$ cat src/hdl/owsv_pkg.sv
package owsv_pkg;

    localparam int NumWheels   = 4;
    localparam int NumRegs     = 8;
    localparam int AddrW       = 5;
    localparam int OmegaGainQ14 = 1024;
    localparam int OneQ14      = 16384;
    localparam int ScaleNum    = 1000;
    localparam int ScaleDen    = 1001;
    localparam int FracShift   = 11;

    // Magnitudes stay below 2^21 before and after every rescale.
    localparam int MagW      = 21;
    localparam int SpdW      = MagW + 1;
    localparam int ProdW     = 32;
    localparam int SumW      = 34;
    localparam int NumW      = 31;          // magnitude times ScaleNum
    localparam int DenW      = 31;          // magnitude times ScaleDen
    localparam int RemW      = DenW + 1;
    localparam int QuoW      = 22;
    localparam int DivBits   = 2;
    localparam int DivStages = QuoW / DivBits;
    localparam int OneShift  = 14;          // numerator is (mag*1000) << 14
    localparam int InitW     = NumW + OneShift - QuoW;

    typedef logic signed [SpdW-1:0] t_spd;
    typedef t_spd [NumWheels-1:0] t_spd_vec;
    typedef logic [MagW-1:0] t_mag;
    typedef logic [NumRegs-1:0][31:0] t_dir_vec;

    typedef struct packed {
        logic [RemW-1:0] rem;
        logic            qbit;
    } t_div;

    // One restoring step: shift in a numerator bit, subtract when it fits.
    function automatic t_div div_step(input logic [RemW-1:0] rem, input logic nbit,
                                      input logic [DenW-1:0] den);
        t_div            res;
        logic [RemW-1:0] t;
        t = {rem[RemW-2:0], nbit};
        if (t >= {1'b0, den}) begin
            res.rem  = t - {1'b0, den};
            res.qbit = 1'b1;
        end else begin
            res.rem  = t;
            res.qbit = 1'b0;
        end
        return res;
    endfunction

endpackage

$ cat src/hdl/owsv_cfg.sv
module owsv_cfg (
    input  logic                        i_clk,
    input  logic                        i_rst_n,
    input  logic                        psel,
    input  logic                        penable,
    input  logic                        pwrite,
    input  logic [owsv_pkg::AddrW-1:0]  paddr,
    input  logic [31:0]                 pwdata,
    output logic [31:0]                 prdata,
    output logic                        pready,
    output owsv_pkg::t_dir_vec          o_dir
);
    owsv_pkg::t_dir_vec r_dir;
    logic [2:0]         w_idx;

    assign w_idx  = paddr[4:2];
    assign pready = 1'b1;
    assign prdata = r_dir[w_idx];
    assign o_dir  = r_dir;

    always_ff @(posedge i_clk) begin
        if (!i_rst_n) begin
            r_dir <= '0;
        end else if (psel && penable && pwrite) begin
            r_dir[w_idx] <= pwdata;
        end
    end
endmodule

$ cat config.mk
export PLATFORM = sky130hd
export DESIGN_NAME = owsv_cfg
export DESIGN_NICKNAME = d
export VERILOG_FILES = /design/src/hdl/owsv_pkg.sv /design/src/hdl/owsv_cfg.sv
export SDC_FILE = /design/constraint.sdc
export NUM_CORES = 1
export LEC_CHECK = 0
export ABC_AREA = 0
export ABC_CLOCK_PERIOD_IN_PS = 3550
export BUFFER_PORTS_ARGS = -buffer_cell sky130_fd_sc_hd__buf_4
export CORE_AREA = 8 8 164 282
export DETAILED_ROUTE_END_ITERATION = 12
export DIE_AREA = 0 0 172 290
export PLACE_DENSITY_LB_ADDON = 0.05
export SYNTH_ARGS = -nofsm -noshare
export SYNTH_HDL_FRONTEND = slang
export SYNTH_SLANG_ARGS = --single-unit
$ cat constraint.sdc
create_clock -name i_clk -period 3.55 [get_ports i_clk]
set_input_delay 0.5325 -clock i_clk [delete_from_list [all_inputs] [get_ports i_clk]]
set_output_delay 0.5325 -clock i_clk [all_outputs]
set_load 0.05 [all_outputs]
==> flow_summary.yaml, run 1 <==
status:
  status: "complete, no violations"
power_and_ir_drop:
  finalPower_mw: 6.38
  powerDensity_nw_per_um2: 399
  peakVddDrop_uv: 261
  leakage_nw: 5.96
synthesis:
  yosys-top-cells-area: "dfxtp_1 (41%), o21ai_0 (10%), nand3_1 (10%)"
  synth_fa_ha_area_frac: 0
  syn-cell-area_sq_um: 12500
  synth_area_leader_cell: "dfxtp_1"
  synth_top_family_by_area: "compound AO/OA/AOI/OAI gates"
  avgSynthCellArea_sq_um: 9.41
  synth-xor-area-share: 0
  synth_edf_count: 0
  synth_common_cells: "o21ai_0 (257), dfxtp_1 (256), nand3_1 (256), a21boi_1 (138), clkbuf_1 (120)"
  synth-compound-area-share: 0.259
  yosysMostFrequentCell: "o21ai_0"
  synthFlopType: "dfxtp_1"
  synth_top_cell_area_share: 0.410
  synth.area.mux_share: 0.152
  yosysSeqAreaShare: 0.410
  synth.distinct_cells: 31
  ys_warn_count: 0
  syn_nets: 1372
  synthArstFlopShare: 0
  synth-simple-area-share: 0.109
  synthCells: 1330
  ys_ff_latch: 256
floorplanning:
  ioPinCount: 331
  die_h_um: 290
  dieArea_sq_um: 49900
  rows: 100
  fp.dieW_um: 172
  core-area_sq_um: 42300
  start_util: 0.296
timing:
  worstMarginPinSlew_ns: 0.899
  hold_viol: 0
  setup_tns_ns: 0
  final-setup-viol-count: 0
  slew_headroom: 0.401
  max_freq_mhz: 327
  finalCritPeriodShare: 0.861
  skew_ns: 0
  finalMaxSlewViolations: 0
  rsz0062_at_grt: "no"
  min_period_ns: 3.06
flow_run:
  cap_violations: 0
cells_and_area:
  nets: 1561
  n_fill_cell: 4358
  multi_input_area_sq_um: 6530
  drive_above_1_share: 0.320
  seq_area_sq_um: 5120
  largest_reg_flops: 256
  syn_to_final_growth_pct: 27.9
  antenna_cells: 0
clock_network:
  clock_latency_ns: 0.54
  clk_pin_slew_ns: 0.07
  cts_buffer_depth: 3
  tritoncts: "yes"
  clkSinkCount: 256
  ctsHoldBuffers: 0
  cts_root_buffer: "clkbuf_16"
  htreeDepth: 1
  ctsResizeCount: 0
  post_cts_buffers: 0
  cts_buffers: 27
routing:
  dr.first_iter.drc_count: 883
  vias: 11400
  vias_per_cell: 5.42
  wirelength_um: 52500
  routed_wire_length_per_instance_um: 25.0
  final_antenna_net_count: 0
  drtPass1Iterations: 5
  drc: 0
worst_setup_path:
  rrSetupSlack_ns: 2.71
  startpoint_type: "primary input"
  crit_type: "in2out"
  critPathLaunch: "paddr[2]"
  critPathCaptureType: "primary output"
  cp-endpoint: "prdata[3]"
  reg2reg_to: "o_dir[133]"
  timing.rr.start: "o_dir[133]"
  cp_max_fo: 27
  r2r_cells: 2
  arrival_ns: 2.53
  cp_data_required_time_ns: 3.02
placed_design:
  io_buffers: 327
  gp_congestion: 0.779
  dp_hpwl_um: 33700
min_path:
  hold_path_class: "in2reg"
  hold_depth: 3
grt:
  antenna_found_initial: 0
  grt_first_pass_wirelength_um: 78200
  gr-total-overflow: 0
  grt_pass1_vias: 11400
  grt_max_degree: 129
  grtUsageTotal: 0.203
## per-layer routing
metal	part of all wire	track usage	wire length, um
met4	0.028	0.0614	1450
met1	0.39	0.239	20400
met3	0.066	0.0419	3470
met5	0	0	0
met2	0.52	0.359	27200
## stage by stage
stage          hold slack, ns   util  setup WS [ns]  std cells  instance area (sq um)
5_1_grt                 0.266  0.378          0.413       2100                  16000
4_1_cts                 0.259  0.378          0.451       2100                  16000
6_report                0.289  0.378          0.492       2100                  16000
3_3_place_gp            0.477  0.358          0.494       2051                  15100
2_1_floorplan           0.715      -          0.701       1330                  12500
3_5_place_dp            0.485  0.358          0.462       2051                  15100
## critical path: stages
cell,delay [ns]
buf_4,0.50
buf_12,0.32
mux4_1,0.62
mux2_4,0.29
buf_4,0.19
## power breakdown
part           switching [mW]  internal [mW]
clock network            1.25           1.58
registers              0.0198           2.89
logic                   0.446          0.195
## how the worst min path moves through the flow
stage | startpoint | end | slack, ns
finish | pwdata[18] | o_dir[114] | 0.29
global placement | o_dir[246] | o_dir[246] | 0.48
global route | pwdata[11] | o_dir[107] | 0.27
floorplan | o_dir[160] | o_dir[160] | 0.72
CTS | pwdata[18] | o_dir[114] | 0.26
detailed placement | o_dir[120] | o_dir[120] | 0.49
## cell usage in the layout, fill, tap and decap left out
cell / synthesis / routed
buf_6: 1 / 1
nand3_1: 256 / 256
bufinv_16: 0 / 1
buf_4: 1 / 340
a21boi_0: 118 / 118
nor2b_4: 0 / 2
dfxtp_1: 256 / 256
a21boi_1: 138 / 138
and2_2: 0 / 1
clkbuf_1: 120 / 6
nand4_1: 1 / 1
clkbuf_16: 0 / 27
conb_1: 1 / 1
mux4_2: 53 / 53
clkbuf_8: 0 / 5
inv_2: 0 / 1
mux2_4: 25 / 25
o21ai_0: 257 / 257
and4b_4: 0 / 1
a221oi_1: 2 / 2
clkinvlp_4: 0 / 3
nor2_4: 0 / 1
nand2b_2: 0 / 2
and4_4: 0 / 1
nand2_2: 0 / 1
a32oi_1: 1 / 1
mux4_1: 9 / 9
or2_2: 0 / 1
inv_1: 2 / 1
mux2_2: 8 / 8
clkinv_2: 0 / 7
nand4b_1: 1 / 1
buf_12: 4 / 11
## final cells by class
class / instances / share of cell area
Multi-Input combinational cell: 880 / 0.408
Tap cell: 561 / 0.0439
Clock inverter: 11 / 0.00547
Inverter: 2 / 0.000469
Timing Repair Buffer: 352 / 0.174
Sequential cell: 256 / 0.320
Clock buffer: 38 / 0.0479
## cell families after synthesis
| group | after synthesis |
|---|---|
| compound gates | 516 |
| simple gates | 268 |
| flops | 256 |
| buf+inv | 194 |
| mux | 95 |
| other cells | 1 |
(Power assumes the default switching activity.)
==> run 2, diff against run 1 <==
--- a/config.mk
+++ b/config.mk
@@ -8,9 +8,11 @@
 export ABC_AREA = 0
 export ABC_CLOCK_PERIOD_IN_PS = 3550
 export BUFFER_PORTS_ARGS = -buffer_cell sky130_fd_sc_hd__buf_4
-export CORE_AREA = 8 8 164 282
+export CELL_PAD_IN_SITES_DETAIL_PLACEMENT = 0
+export CELL_PAD_IN_SITES_GLOBAL_PLACEMENT = 1
+export CORE_AREA = 8 8 152 262
 export DETAILED_ROUTE_END_ITERATION = 12
-export DIE_AREA = 0 0 172 290
+export DIE_AREA = 0 0 160 270
 export PLACE_DENSITY_LB_ADDON = 0.05
 export SYNTH_ARGS = -nofsm -noshare
 export SYNTH_HDL_FRONTEND = slang
==> run 2 against run 1 <==
First-iteration DRC count is 12% lower. Core utilization is 5.9 points higher. Fmax is 8.1% higher. Die area is 13% lower. Setup slack better by 0.23 ns. Total power is 0.86% lower. Largest cell class unchanged. Clock power is 1% lower. Wire length is 6.7% lower. Largest power group unchanged. Worst hold slack better by 0.0072 ns.
==> flow_summary.yaml, run 2 (synthesis results as in run 1) <==
status:
  status: "complete, no violations"
timing:
  skew_ns: 0
  hold_viol: 0
  slew_headroom: 0.425
  min_period_ns: 2.83
  worstMarginPinSlew_ns: 0.862
  finalMaxSlewViolations: 0
  final-setup-viol-count: 0
  finalCritPeriodShare: 0.797
  timing.hold.ws_ns: 0.297
  setup_tns_ns: 0
  max_freq_mhz: 354
  rsz0062_at_grt: "no"
placed_design:
  placed_cells: 1963
  gp_congestion: 0.775
  dp_hpwl_um: 31000
  io_buffers: 327
  place_area_sq_um: 15000
clock_network:
  tritoncts: "yes"
  ctsHoldBuffers: 0
  cts_buffers: 27
  cts_root_buffer: "clkbuf_16"
  htreeDepth: 1
  ctsResizeCount: 0
  cts_buffer_depth: 3
  post_cts_buffers: 0
  clkSinkCount: 256
  clock_latency_ns: 0.54
  clk_pin_slew_ns: 0.06
cells_and_area:
  final_common_cell: "buf_4"
  nets: 1559
  mostFrequentLayoutCells: "buf_4 (339), o21ai_0 (257), nand3_1 (256), dfxtp_1 (256), a21boi_1 (138)"
  largest_reg_flops: 256
  drive_above_1_share: 0.315
  syn_to_final_growth_pct: 26.8
  fin_cells: 2011
  fin_area_sq_um: 15900
power_and_ir_drop:
  powerDensity_nw_per_um2: 399
  peakVddDrop_uv: 397
  finalPower_mw: 6.33
  leakage_nw: 5.94
floorplanning:
  die_h_um: 270
  dieArea_sq_um: 43200
  start_util: 0.345
  core-area_sq_um: 36300
  ioPinCount: 331
  fp.dieW_um: 160
  rows: 93
worst_setup_path:
  path_common_cell: "buf_4"
  cp_max_fo: 28
  cp_slowest_cell: "mux4_2"
  critPathCaptureType: "primary output"
  crit_family: "multiplexers"
  critPathBufInv: 3
  cp_cell_sequence: "buf_4 > buf_12 > mux4_2 > mux2_2 > buf_4"
  startpoint_type: "primary input"
  crit_type: "in2out"
  max_stage_delay_ns: 0.62
  arrival_ns: 2.30
  cp_data_required_time_ns: 3.02
routing:
  final_antenna_net_count: 0
  wirelength_um: 49000
  drtPass1Iterations: 5
  drc: 0
  routed_wire_length_per_instance_um: 24.4
  dr.first_iter.drc_count: 781
  vias_per_cell: 5.70
  vias: 11500
grt:
  grt_first_pass_wirelength_um: 75900
  grt_pass1_vias: 11500
  grtUsageTotal: 0.220
  antenna_found_initial: 1
  grt_max_degree: 129
  gr-total-overflow: 0
flow_run:
  cap_violations: 0
min_path:
  hold_path_class: "in2reg"
## run 2: cell type report
type                            count  area, sq um
Antenna cell                        1         2.50
Clock buffer                       45          813
Clock inverter                      2         35.0
Fill cell                        3640        20400
Inverter                            2         7.51
Multi-Input combinational cell    880         6530
Sequential cell                   256         5120
Tap cell                          475          594
Timing Repair Buffer              350         2760
## run 2: worst register-to-register path, cell delays in order (launching register included)
cell	delay, ns
dfxtp_1	0.45
o21ai_0	0.12
a21boi_1	0.15
## run 2: per-layer routing
| layer | share of wire | track usage |
|---|---|---|
| met1 | 0.39 | 0.260 |
| met5 | 0 | 0 |
| met3 | 0.063 | 0.0438 |
| met2 | 0.51 | 0.385 |
| met4 | 0.036 | 0.0852 |
## run 2: per-stage QoR
step                 util  setup WS [ns]
global route        0.437          0.654
CTS                 0.437          0.698
global placement    0.414          0.703
floorplan               -          0.701
finish              0.437          0.722
detailed placement  0.414          0.701
## run 2: worst paths after layout
check             slack, ns  startpoint  cells after the start          to
hold / removal         0.30   pwdata[1]                      3  o_dir[225]
setup / recovery       0.72    paddr[2]                      5  prdata[24]
hold reg to reg        0.49  o_dir[119]                      2  o_dir[119]
setup reg to reg       2.76   o_dir[34]                      2   o_dir[34]
## run 2: power by group
group	switching, mW	total, mW	internal, mW
clock network	1.17	2.79	1.62
registers	0.0191	2.91	2.89
logic	0.436	0.628	0.192
==> run 3, diff against run 2 <==
--- a/config.mk
+++ b/config.mk
@@ -5,14 +5,14 @@
 export SDC_FILE = /design/constraint.sdc
 export NUM_CORES = 1
 export LEC_CHECK = 0
-export ABC_AREA = 0
-export ABC_CLOCK_PERIOD_IN_PS = 3550
+export ABC_AREA = 1
+export ABC_CLOCK_PERIOD_IN_PS = 2900
 export BUFFER_PORTS_ARGS = -buffer_cell sky130_fd_sc_hd__buf_4
 export CELL_PAD_IN_SITES_DETAIL_PLACEMENT = 0
 export CELL_PAD_IN_SITES_GLOBAL_PLACEMENT = 1
-export CORE_AREA = 8 8 152 262
+export CORE_AREA = 8 8 153 262
 export DETAILED_ROUTE_END_ITERATION = 12
-export DIE_AREA = 0 0 160 270
+export DIE_AREA = 0 0 161 270
 export PLACE_DENSITY_LB_ADDON = 0.05
 export SYNTH_ARGS = -nofsm -noshare
 export SYNTH_HDL_FRONTEND = slang
==> constraint.sdc (replaced) <==
create_clock -name i_clk -period 2.9 [get_ports i_clk]
set_input_delay 0.435 -clock i_clk [delete_from_list [all_inputs] [get_ports i_clk]]
set_output_delay 0.435 -clock i_clk [all_outputs]
set_load 0.05 [all_outputs]
==> run 3 against run 2 <==
Sequential power rose by 24%. Global-route usage increased by 1.7 points. Register-to-register slack got worse by 0.52 ns. Synthesized cell count up 62%. Die area rose by 0.63%. Non-clock buffer count is 21 higher. Via count increased by 19%. Total power rose by 29%. Critical path type unchanged. Critical endpoint is now prdata[31]. Largest power group unchanged.
==> flow_summary.yaml, run 3 <==
status:
  status: "complete, no violations"
worst_setup_path:
  reg2reg_to: "o_dir[146]"
  startpoint_type: "primary input"
  cp_max_fo: 34
  critPathCaptureType: "primary output"
  timing.rr.start: "o_dir[146]"
  r2r_cells: 2
  arrival_ns: 1.94
  crit_type: "in2out"
  cp_data_required_time_ns: 2.47
  rrSetupSlack_ns: 2.24
timing:
  final-setup-viol-count: 0
  max_freq_mhz: 422
  worstMarginPinSlew_ns: 0.763
  min_period_ns: 2.37
  finalCritPeriodShare: 0.818
  hold_viol: 0
  skew_ns: 0
  finalMaxSlewViolations: 0
  setup_tns_ns: 0
  slew_headroom: 0.491
  rsz0062_at_grt: "no"
power_and_ir_drop:
  internal_power_mw: 5.90
  p_switching_mw: 2.24
  peakVddDrop_uv: 417
  leakage_nw: 8.25
  p_comb_frac: 0.116
  seq_power_share: 0.442
  swShare: 0.275
  powerDensity_nw_per_um2: 494
  clkPwrFrac: 0.442
synthesis:
  ys_ff_latch: 256
  yosysSeqAreaShare: 0.407
  syn-cell-area_sq_um: 12600
  synthArstFlopShare: 0
  yosys-top-cells-area: "dfxtp_1 (41%), nand2_1 (31%), nor2_1 (16%)"
  synthFlopType: "dfxtp_1"
  synth_area_leader_cell: "dfxtp_1"
  synthCells: 2154
  synth_top_cell_area_share: 0.407
  synth_edf_count: 0
  yosysMostFrequentCell: "nand2_1"
  synth_common_cells: "nand2_1 (1047), nor2_1 (525), dfxtp_1 (256), nand3_1 (135), buf_2 (85)"
  syn_nets: 2196
  synth.distinct_cells: 15
  avgSynthCellArea_sq_um: 5.84
  ys_warn_count: 0
placed_design:
  placed_cells: 2857
  io_buffers: 327
  dp_hpwl_um: 35700
  gp_congestion: 0.797
cells_and_area:
  drive_above_1_share: 0.178
  nets: 2453
  syn_to_final_growth_pct: 30.9
  largest_reg_flops: 256
  final_common_cell: "nand2_1"
  utilization: 0.451
  antenna_cells: 0
  n_fill_cell: 4004
  fin_cells: 2906
  mostFrequentLayoutCells: "nand2_1 (1047), nor2_1 (517), buf_4 (355)"
routing:
  wirelength_um: 52700
  final_antenna_net_count: 0
  drtPass1Iterations: 5
  dr.first_iter.drc_count: 845
  vias_per_cell: 4.70
  routed_wire_length_per_instance_um: 18.1
  drc: 0
  vias: 13700
grt:
  grt_busiest_layer: "met2"
  grt_max_degree: 94
  grt_first_pass_wirelength_um: 81000
  antenna_found_initial: 0
  grtUsageTotal: 0.237
  grt_util_met2: 0.442
  grt_use_met3: 0.0500
  grt.met1_usage: 0.258
  grt_pass1_vias: 13400
  gr-total-overflow: 0
floorplanning:
  rows: 93
  fp.dieW_um: 161
  ioPinCount: 331
  dieArea_sq_um: 43500
  core-area_sq_um: 36500
  die_h_um: 270
  start_util: 0.345
clock_network:
  tritoncts: "yes"
  cts_buffers: 27
  clock_latency_ns: 0.54
  ctsHoldBuffers: 0
  clk_pin_slew_ns: 0.07
  clkSinkCount: 256
  cts_root_buffer: "clkbuf_16"
  cts_buffer_depth: 3
  ctsResizeCount: 0
  htreeDepth: 1
  post_cts_buffers: 0
min_path:
  hold_depth: 5
  hold_path_class: "in2reg"
  holdPathEnd: "o_dir[228]"
  hold_path.startpoint: "pwdata[4]"
flow_run:
  cap_violations: 0
==> run 3: cell types whose count changed after synthesis, sizes merged, moves of 62 or more <==
| cell | previous run | this run |
|---|---|---|
| mux4 | 62 | 0 |
| nor2 | 1 | 530 |
| o21ai | 257 | 0 |
| nand2 | 1 | 1047 |
| clkbuf | 122 | 35 |
| nand3 | 256 | 136 |
| a21boi | 256 | 0 |
==> run 3: power by group through the flow <==
stage	Sequential [mW]	Combinational, mW	Clock (mW)
after global placement	3.68	0.949	0
after floorplan	3.83	0.441	0
after CTS	3.60	0.955	3.70
after global routing	3.60	1.02	3.84
after detailed placement	3.68	0.953	0
final	3.60	0.940	3.60
==> run 3: final cells by class <==
cell class	count	area, sq um	area share
Tap cell	475	594	0.0361
Sequential cell	256	5120	0.311
Timing Repair Buffer	371	2980	0.181
Clock buffer	40	805	0.0488
Inverter	37	144	0.00873
Multi-Input combinational cell	1718	6730	0.409
Clock inverter	9	103	0.00622
==> run 3: kinds of logic (layout without fill, tap and decap cells) <==
group | count (synthesis) | after routing | share of synthesized area
other cells | 1 | 1 | 0.000298
simple gates | 1717 | 1717 | 0.530
buf+inv | 180 | 457 | 0.0627
flops | 256 | 256 | 0.407
==> run 3: critical path, cell delays in order <==
cell     delay [ns]
buf_4          0.32
buf_4          0.44
nand2_1        0.10
nand2_1        0.07
nand2_1        0.07
nand2_1        0.09
nand2_1        0.06
nand2_1        0.12
buf_4          0.21
==> run 3: layer usage <==
layer  vias to the layer above  part of all wire
met3                        79             0.063
met1                      6215              0.38
li1                       6998                 -
met4                         0             0.032
met5                         -                 0
met2                       372              0.52
==> run 3: worst max path at each step <==
stage	start	endpoint	slack, ns	cells past startpoint
6_report	paddr[2]	prdata[31]	0.53	9
5_1_grt	paddr[2]	prdata[20]	0.37	10
4_1_cts	paddr[2]	prdata[31]	0.47	9
3_5_place_dp	paddr[2]	prdata[31]	0.48	9
3_3_place_gp	paddr[2]	prdata[31]	0.45	9
2_1_floorplan	paddr[2]	prdata[26]	0.84	9
==> run 3: per-stage QoR <==
step                      power (mW)  setup WS [ns]  hold WS (ns)  area [sq um]
after floorplan                 4.27          0.843         0.710         12600
after global placement          4.63          0.450         0.488         15600
after detailed placement        4.63          0.482         0.493         15600
after CTS                       8.26          0.469         0.301         16500
after global routing            8.47          0.374         0.346         16500
final                           8.14          0.528         0.323         16500
